## config.mk

```make
export PLATFORM = sky130hd
export DESIGN_NAME = vertex_edge_table
export DESIGN_NICKNAME = d
export VERILOG_FILES = /design/src/vet_pkg.sv /design/src/vertex_edge_table.sv /design/src/vet_cell.sv
export VERILOG_INCLUDE_DIRS = /design/src /design/src/src
export SDC_FILE = /design/constraint.sdc
export NUM_CORES = 2
export LEC_CHECK = 0
export CAP_MARGIN = 10
export CORE_ASPECT_RATIO = 1.75
export CORE_MARGIN = 1
export CORE_UTILIZATION = 55
export CTS_CLUSTER_DIAMETER = 100
export DETAILED_ROUTE_END_ITERATION = 8
export DONT_BUFFER_PORTS = 1
export GPL_TIMING_DRIVEN = 1
export PLACE_DENSITY_LB_ADDON = 0.15
export SLEW_MARGIN = 20
export SYNTH_ARGS = -nofsm -noshare
export SYNTH_HDL_FRONTEND = slang
export SYNTH_SLANG_ARGS = --single-unit
export TNS_END_PERCENT = 30
```

## constraint.sdc

```tcl
create_clock -name clk -period 9.2 [get_ports clk]
set_input_delay 0.92 -clock clk [delete_from_list [all_inputs] [get_ports clk]]
set_output_delay 0.92 -clock clk [all_outputs]
set_load 0.05 [all_outputs]
```

## src/vertex_edge_table_macros.svh

```systemverilog
// Assertion macros shared by the vertex/edge table RTL.
`ifndef VERTEX_EDGE_TABLE_MACROS_SVH
`define VERTEX_EDGE_TABLE_MACROS_SVH

// Check that a condition implies another in the same cycle.
`define VET_ASSERT_SAME(lbl, ante, cons, msg) \
  lbl: assert property (@(posedge clk) disable iff (!rst_n) (ante) |-> (cons)) \
    else $error(msg);

// Check that a condition implies another in the next cycle.
`define VET_ASSERT_NEXT(lbl, ante, cons, msg) \
  lbl: assert property (@(posedge clk) disable iff (!rst_n) (ante) |=> (cons)) \
    else $error(msg);

`endif

```

## src/vet_pkg.sv

```systemverilog
// Shared types and constants for the vertex/edge table.
`timescale 1ns / 1ps

package vet_pkg;

  localparam int unsigned MAX_VERTICES_DEF = 16;
  localparam int unsigned KEY_W            = 32;
  localparam int unsigned HELD_W           = 5;

  typedef enum logic [1:0] {
    OP_ADD_VERTEX = 2'd0,
    OP_ADD_EDGE   = 2'd1,
    OP_DEL_EDGE   = 2'd2,
    OP_QUERY_EDGE = 2'd3
  } vet_op_t;

  typedef enum logic [2:0] {
    ST_OK        = 3'd0,
    ST_DUPLICATE = 3'd1,
    ST_FULL      = 3'd2,
    ST_NO_ORIGIN = 3'd3,
    ST_NO_DEST   = 3'd4,
    ST_REPEATED  = 3'd5,
    ST_PRESENT   = 3'd6,
    ST_ABSENT    = 3'd7
  } vet_status_t;

  // Lookup request walking down the cell chain
  typedef struct packed {
    logic              active;
    logic [KEY_W-1:0]  first_key;
    logic [KEY_W-1:0]  second_key;
    logic              org_hit;
    logic              dst_hit;
  } vet_probe_t;

endpackage

```

## src/vertex_edge_table.sv

```systemverilog
// Top level of the vertex/edge table: cell chain plus operation control.
`timescale 1ns / 1ps
`include "vertex_edge_table_macros.svh"

// The row of vertex cells sets the timing of every operation. The lookup
// walks the cells one cell per cycle, through a register in each cell.
// The result strobe is registered when the lookup leaves the last cell,
// and the table is updated on the edge that raises it. busy is high
// from the accepted start until the strobe rises. out_valid is high for
// exactly one cycle and the receiver cannot stall it, so capture the
// result in that cycle. A new start is taken in the same cycle as the
// strobe, not before. No clearing pass is needed after reset.
module vertex_edge_table import vet_pkg::*; #(
  parameter int unsigned MAX_VERTICES = MAX_VERTICES_DEF
) (
  input  logic              clk,
  input  logic              rst_n,
  input  logic              start,
  output logic              busy,
  input  logic [1:0]        in_operation,
  input  logic [KEY_W-1:0]  in_first_key,
  input  logic [KEY_W-1:0]  in_second_key,
  output logic              out_valid,
  output logic [2:0]        out_status,
  output logic [HELD_W-1:0] out_vertices_held
);

  localparam int unsigned N  = MAX_VERTICES;
  localparam int unsigned IW = $clog2(N);
  localparam int unsigned CW = $clog2(N + 1);

  typedef enum logic {
    S_IDLE,
    S_SEARCH
  } state_t;

  state_t              state_r;
  vet_op_t             op_r;
  logic [CW-1:0]       count_r;
  logic [CW-1:0]       count_nxt;
  logic                out_valid_r;
  vet_status_t         status_r;
  vet_status_t         status_nxt;
  logic [HELD_W-1:0]   held_r;
  logic                accept;

  vet_probe_t          probe_c   [0:N];
  logic [IW-1:0]       org_idx_c [0:N];
  logic [IW-1:0]       dst_idx_c [0:N];
  logic [N-1:0]        org_row_c [0:N];
  logic [N-1:0]        occupied;

  logic                key_we;
  logic [N-1:0]        row_we;
  logic [N-1:0]        row_new;
  logic                present;
  logic                done;

  assign accept = start && (state_r == S_IDLE);
  assign busy   = (state_r == S_SEARCH);
  assign done   = (state_r == S_SEARCH) && probe_c[N].active;

  // Inject a new request at the head of the chain
  always_comb begin
    probe_c[0].active     = accept;
    probe_c[0].first_key  = in_first_key;
    probe_c[0].second_key = in_second_key;
    probe_c[0].org_hit    = 1'b0;
    probe_c[0].dst_hit    = 1'b0;
    org_idx_c[0]          = '0;
    dst_idx_c[0]          = '0;
    org_row_c[0]          = '0;
  end

  // Build the row of vertex cells
  for (genvar i = 0; i < N; i++) begin : g_cell
    assign occupied[i] = (CW'(i) < count_r);

    vet_cell #(
      .N   (N),
      .IDX (i)
    ) u_cell (
      .clk       (clk),
      .rst_n     (rst_n),
      .occupied  (occupied[i]),
      .key_we    (key_we && (count_r[IW-1:0] == IW'(i))),
      .key_wdata (probe_c[N].first_key),
      .row_we    (row_we[i]),
      .row_wdata (row_new),
      .probe_i   (probe_c[i]),
      .org_idx_i (org_idx_c[i]),
      .dst_idx_i (dst_idx_c[i]),
      .org_row_i (org_row_c[i]),
      .probe_o   (probe_c[i+1]),
      .org_idx_o (org_idx_c[i+1]),
      .dst_idx_o (dst_idx_c[i+1]),
      .org_row_o (org_row_c[i+1])
    );
  end

  // Decide status and table updates when the lookup leaves the chain
  always_comb begin
    status_nxt = ST_OK;
    count_nxt  = count_r;
    key_we     = 1'b0;
    row_we     = '0;
    row_new    = org_row_c[N];
    present    = org_row_c[N][dst_idx_c[N]];
    unique case (op_r)
      OP_ADD_VERTEX: begin
        if (count_r >= CW'(N)) begin
          status_nxt = ST_FULL;
        end else if (probe_c[N].org_hit) begin
          status_nxt = ST_DUPLICATE;
        end else begin
          key_we    = done;
          count_nxt = count_r + CW'(1);
        end
      end
      default: begin
        if (!probe_c[N].org_hit) begin
          status_nxt = ST_NO_ORIGIN;
        end else if (!probe_c[N].dst_hit) begin
          status_nxt = ST_NO_DEST;
        end else if (op_r == OP_ADD_EDGE) begin
          if (present) begin
            status_nxt = ST_REPEATED;
          end else begin
            row_new[dst_idx_c[N]]   = 1'b1;
            row_we[org_idx_c[N]]    = done;
          end
        end else if (op_r == OP_DEL_EDGE) begin
          if (!present) begin
            status_nxt = ST_ABSENT;
          end else begin
            row_new[dst_idx_c[N]]   = 1'b0;
            row_we[org_idx_c[N]]    = done;
          end
        end else begin
          status_nxt = present ? ST_PRESENT : ST_ABSENT;
        end
      end
    endcase
  end

  // Sequence one request and register the result
  always_ff @(posedge clk) begin
    if (!rst_n) begin
      state_r     <= S_IDLE;
      out_valid_r <= 1'b0;
      count_r     <= '0;
    end else begin
      out_valid_r <= 1'b0;
      unique case (state_r)
        S_IDLE: begin
          if (start) begin
            state_r <= S_SEARCH;
            op_r    <= vet_op_t'(in_operation);
          end
        end
        S_SEARCH: begin
          if (probe_c[N].active) begin
            state_r     <= S_IDLE;
            out_valid_r <= 1'b1;
            status_r    <= status_nxt;
            held_r      <= HELD_W'(count_nxt);
            count_r     <= count_nxt;
          end
        end
        default: state_r <= S_IDLE;
      endcase
    end
  end

  assign out_valid         = out_valid_r;
  assign out_status        = status_r;
  assign out_vertices_held = held_r;

  // Checks
  `VET_ASSERT_NEXT(a_accept_busy, accept, busy, "busy not raised after start")
  `VET_ASSERT_SAME(a_result_idle, out_valid, !busy, "result shown while busy")
  `VET_ASSERT_NEXT(a_done_result, done, out_valid, "lookup finished without result")
  `VET_ASSERT_NEXT(a_single_strobe, out_valid, !out_valid, "result strobe repeated")
  `VET_ASSERT_SAME(a_count_bound, 1'b1, count_r <= CW'(N), "vertex count overflow")

endmodule

```

## src/vet_cell.sv

```systemverilog
// One vertex slot: key, adjacency row, and one stage of the lookup chain.
`timescale 1ns / 1ps

module vet_cell import vet_pkg::*; #(
  parameter int unsigned N   = MAX_VERTICES_DEF,
  parameter int unsigned IDX = 0,
  localparam int unsigned IW = $clog2(N)
) (
  input  logic             clk,
  input  logic             rst_n,
  input  logic             occupied,
  input  logic             key_we,
  input  logic [KEY_W-1:0] key_wdata,
  input  logic             row_we,
  input  logic [N-1:0]     row_wdata,
  input  vet_probe_t       probe_i,
  input  logic [IW-1:0]    org_idx_i,
  input  logic [IW-1:0]    dst_idx_i,
  input  logic [N-1:0]     org_row_i,
  output vet_probe_t       probe_o,
  output logic [IW-1:0]    org_idx_o,
  output logic [IW-1:0]    dst_idx_o,
  output logic [N-1:0]     org_row_o
);

  logic [KEY_W-1:0] key_r;
  logic [N-1:0]     row_r;
  vet_probe_t       probe_r;
  logic [IW-1:0]    org_idx_r;
  logic [IW-1:0]    dst_idx_r;
  logic [N-1:0]     org_row_r;
  logic             org_match;
  logic             dst_match;

  // Compare the passing request against this slot
  assign org_match = occupied && (key_r == probe_i.first_key);
  assign dst_match = occupied && (key_r == probe_i.second_key);

  // Store key on write
  always_ff @(posedge clk) begin
    if (key_we) begin
      key_r <= key_wdata;
    end
  end

  // Hold adjacency row, cleared at reset
  always_ff @(posedge clk) begin
    if (!rst_n) begin
      row_r <= '0;
    end else if (row_we) begin
      row_r <= row_wdata;
    end
  end

  // Advance the request to the next cell, merging any hit here
  always_ff @(posedge clk) begin
    if (!rst_n) begin
      probe_r.active <= 1'b0;
    end else begin
      probe_r.active <= probe_i.active;
    end
    probe_r.first_key  <= probe_i.first_key;
    probe_r.second_key <= probe_i.second_key;
    probe_r.org_hit    <= probe_i.org_hit | org_match;
    probe_r.dst_hit    <= probe_i.dst_hit | dst_match;
    org_idx_r          <= org_match ? IW'(IDX) : org_idx_i;
    org_row_r          <= org_match ? row_r : org_row_i;
    dst_idx_r          <= dst_match ? IW'(IDX) : dst_idx_i;
  end

  assign probe_o   = probe_r;
  assign org_idx_o = org_idx_r;
  assign dst_idx_o = dst_idx_r;
  assign org_row_o = org_row_r;

endmodule

```

==> impl_metrics.tcl <==
set metrics [dict create \
    hold_path_depth 0 \
    outcome "complete, no violations" \
    yosysTopAreaCell "dfxtp_1" \
    die_y_um 472 \
    ctsHoldBuffers 0 \
    netlist_area_mm2 0.0693 \
    yosys.cell_count.top_type "dfxtp_1" \
    setup_viol 0 \
    r2r_setup_slack_ns 5.37 \
    grt_pass1_vias 38656 \
    peakVddDrop_v 0.000177 \
    syn_inst 4794 \
    hp-start "in_first_key[29]" \
    cts_made_buffers 181 \
    cts_tree "yes" \
    syn2layout_area_growth_pct 12.4 \
    grt_max_degree 297 \
    postRouteWirelength_um 220000 \
    period_share_pct 41.6 \
    finalSetupTns_ns 0 \
    routed_via_density 5.49 \
    drive_gt1_share_pct 14.2 \
    critical-path-top-delay-family "simple AND/OR/NAND/NOR gates" \
    power_density_mw_per_mm2 241 \
    cts_htree_levels 4 \
    crit_arrival_ns 4.25 \
    tightest_slew_ns 1.21 \
    r2r-end "g_cell[14].u_cell.key_r[25]" \
    max_freq_mhz 261 \
    power.total_mw 18.8 \
    fp-row-count 172 \
    synth_top_area_share_pct 47.8 \
    num_vias 36989 \
    fin_nets 4989 \
    ys_types 52 \
    clock-root-buffer "clkbuf_16" \
    drc 0 \
    yosysSeqAreaShare_pct 70.4 \
    ant_nets 0 \
    dpl.hpwl_um 163000 \
    syn_area_per_cell_um2 14.5 \
    synth_ff_type "dfxtp_1" \
    grt_pass1_wl_um 298000 \
    critPathKind "register to register" \
    path_cells "nor4_1 > and3_1 > nand2_1 > nor2_4" \
    required_ns 9.62 \
    async_reset_ff_share_pct 0 \
    crit_buf_inv 0 \
    place.gp.congestion 1.03 \
    die_w_um 270 \
    slew_violations 0 \
    drv_cap 0 \
    first_iter_violations 2785 \
    clk_path_buf_depth 3 \
    crit_path_end_kind "register" \
    max_slew_margin_pct 18.4 \
    boundaryPins 79 \
    numPortBuffers 0 \
    wl_per_cell_um 32.7 \
    overflow 0 \
    ys_warn_count 0 \
    yosys_register_bits 2179 \
    worstSetupStartpointType "register" \
    slowest_stage "nor2_4" \
    post_cts_resized 0 \
    reg2regPathDepth 4 \
    clock_sinks 2179 \
    synth_common_cells "1,657 x dfxtp_1, 749 x xor2_1, 522 x edfxtp_1" \
    antenna_found_initial 26 \
    power.leakage_nw 31.0 \
    hold_path.class "input pin to register" \
    worst_hold_path.endpoint "g_cell[0].u_cell.probe_o[63]" \
    rsz0062_at_grt "false" \
    dieArea_mm2 0.128 \
    hold_violations 0 \
    fin_crit_ns 3.83 \
    synth_area_leaders "dfxtp_1 48%, edfxtp_1 23%, xor2_1 9.5%" \
    first_pass_iters 5 \
    cpPeakStageDelay_ns 0.93 \
    path_clk_slew_ns 0.07 \
    r2r-start "op_r[0]" \
    start_util_pct 55.4 \
    synth-edff-count 522 \
    nFillCells 9610 \
    finalClockSkew_ns 0.0311 \
    worstPathMaxFanout 32 \
    syn_nets 4867 \
    post_cts_buffers 0 \
    globalRouteTotalUtil_pct 34.6 \
    clkLatencyLatePin_ns 0.81 \
    core_mm2 0.125 \
]
[worst reg2reg max path, stage by stage, from the launching register on]
cell and delay [ns]:
edfxtp_1 0.69, nor4_1 0.78, and3_1 0.61, nand2_1 0.40
nor2_4 0.93
[power by group]
group | leakage (nW) | switching (mW) | internal, mW
Combinational | 9.43 | 0.182 | 0.121
Clock | 3.14 | 3.49 | 4.61
Sequential | 18.4 | 0.351 | 10.0
[worst max path at each step]
| stage | startpoint | end | cells after the start |
|---|---|---|---|
| CTS | op_r[0] | g_cell[15].u_cell.key_r[21] | 4 |
| global route | op_r[0] | g_cell[14].u_cell.key_r[16] | 4 |
| global placement | op_r[0] | g_cell[15].u_cell.key_r[26] | 4 |
| detailed placement | op_r[0] | g_cell[15].u_cell.key_r[26] | 4 |
| floorplan | op_r[1] | g_cell[3].u_cell.key_r[0] | 6 |
| finish | op_r[0] | g_cell[14].u_cell.key_r[25] | 4 |
[layout make-up]
| cell class | count | area (µm²) | share of cell area [%] |
|---|---|---|---|
| Sequential cell | 2179 | 48900 | 62.7 |
| Multi-Input combinational cell | 2491 | 20100 | 25.8 |
| Antenna cell | 11 | 27.5 | 0.0353 |
| Tap cell | 1653 | 2070 | 2.65 |
| Inverter | 7 | 26.3 | 0.0337 |
| Clock buffer | 255 | 5370 | 6.90 |
| Clock inverter | 86 | 980 | 1.26 |
| Timing Repair Buffer | 56 | 433 | 0.556 |
[cell families (layout without fill, tap and decap cells)]
kind of cell / after synthesis / in the layout / share of synthesized area, %
adder cells (fa/ha/maj): 4 / 4 / 0.0722
flip-flops: 2179 / 2179 / 70.4
multiplexers: 508 / 508 / 7.95
AO/OA/AOI/OAI: 75 / 75 / 0.697
buffers and inverters: 124 / 404 / 0.823
AND/OR/NAND/NOR: 874 / 874 / 7.00
XOR/XNOR: 1030 / 1030 / 13.0
other: 0 / 11 / 0
[layout by cell type, fill, tap and decap left out, types with 94 or more instances in the layout]
master,instances
nand4_1,94
mux2_2,240
edfxtp_1,522
nand2_1,269
mux2i_1,258
xnor2_1,280
dfxtp_1,1639
clkbuf_16,194
xor2_1,749
nor4_1,181
[per-layer routing]
layer / vias to the layer above / track usage, % / share of wire [%]
met2: 1265 / 64.1 / 53
li1: 16709 / - / -
met4: 14 / 37.6 / 13
met1: 18286 / 29.4 / 29
met3: 715 / 6.08 / 4.4
met5: - / 0 / 0.038
[state kept, by name, indices dropped and copies added (netlist names)]
register / count
out_valid: 1
g_cell.u_cell.org_idx_o: 49
count_r: 5
g_cell.u_cell.probe_o: 1040
g_cell.u_cell.key_r: 512
out_status: 3
g_cell.u_cell.org_row_o: 256
out_vertices_held: 5
op_r: 2
g_cell.u_cell.dst_idx_o: 49
busy: 1
g_cell.u_cell.row_r: 256
[per-stage QoR]
stage                     setup slack [ns]  utilization [%]  hold WS, ns  std cells  area, µm²
after detailed placement              5.34             57.1        0.349       6385      71500
final                                 5.37             62.2        0.125       6738      77900
after floorplan                       4.85                -        0.349       4794      69300
after global placement                5.35             57.0        0.345       6385      71400
after CTS                             5.30             62.1       0.0851       6726      77800
after global routing                  5.31             62.2        0.100       6731      77900
Note: power is estimated with default switching activity, not from simulation.
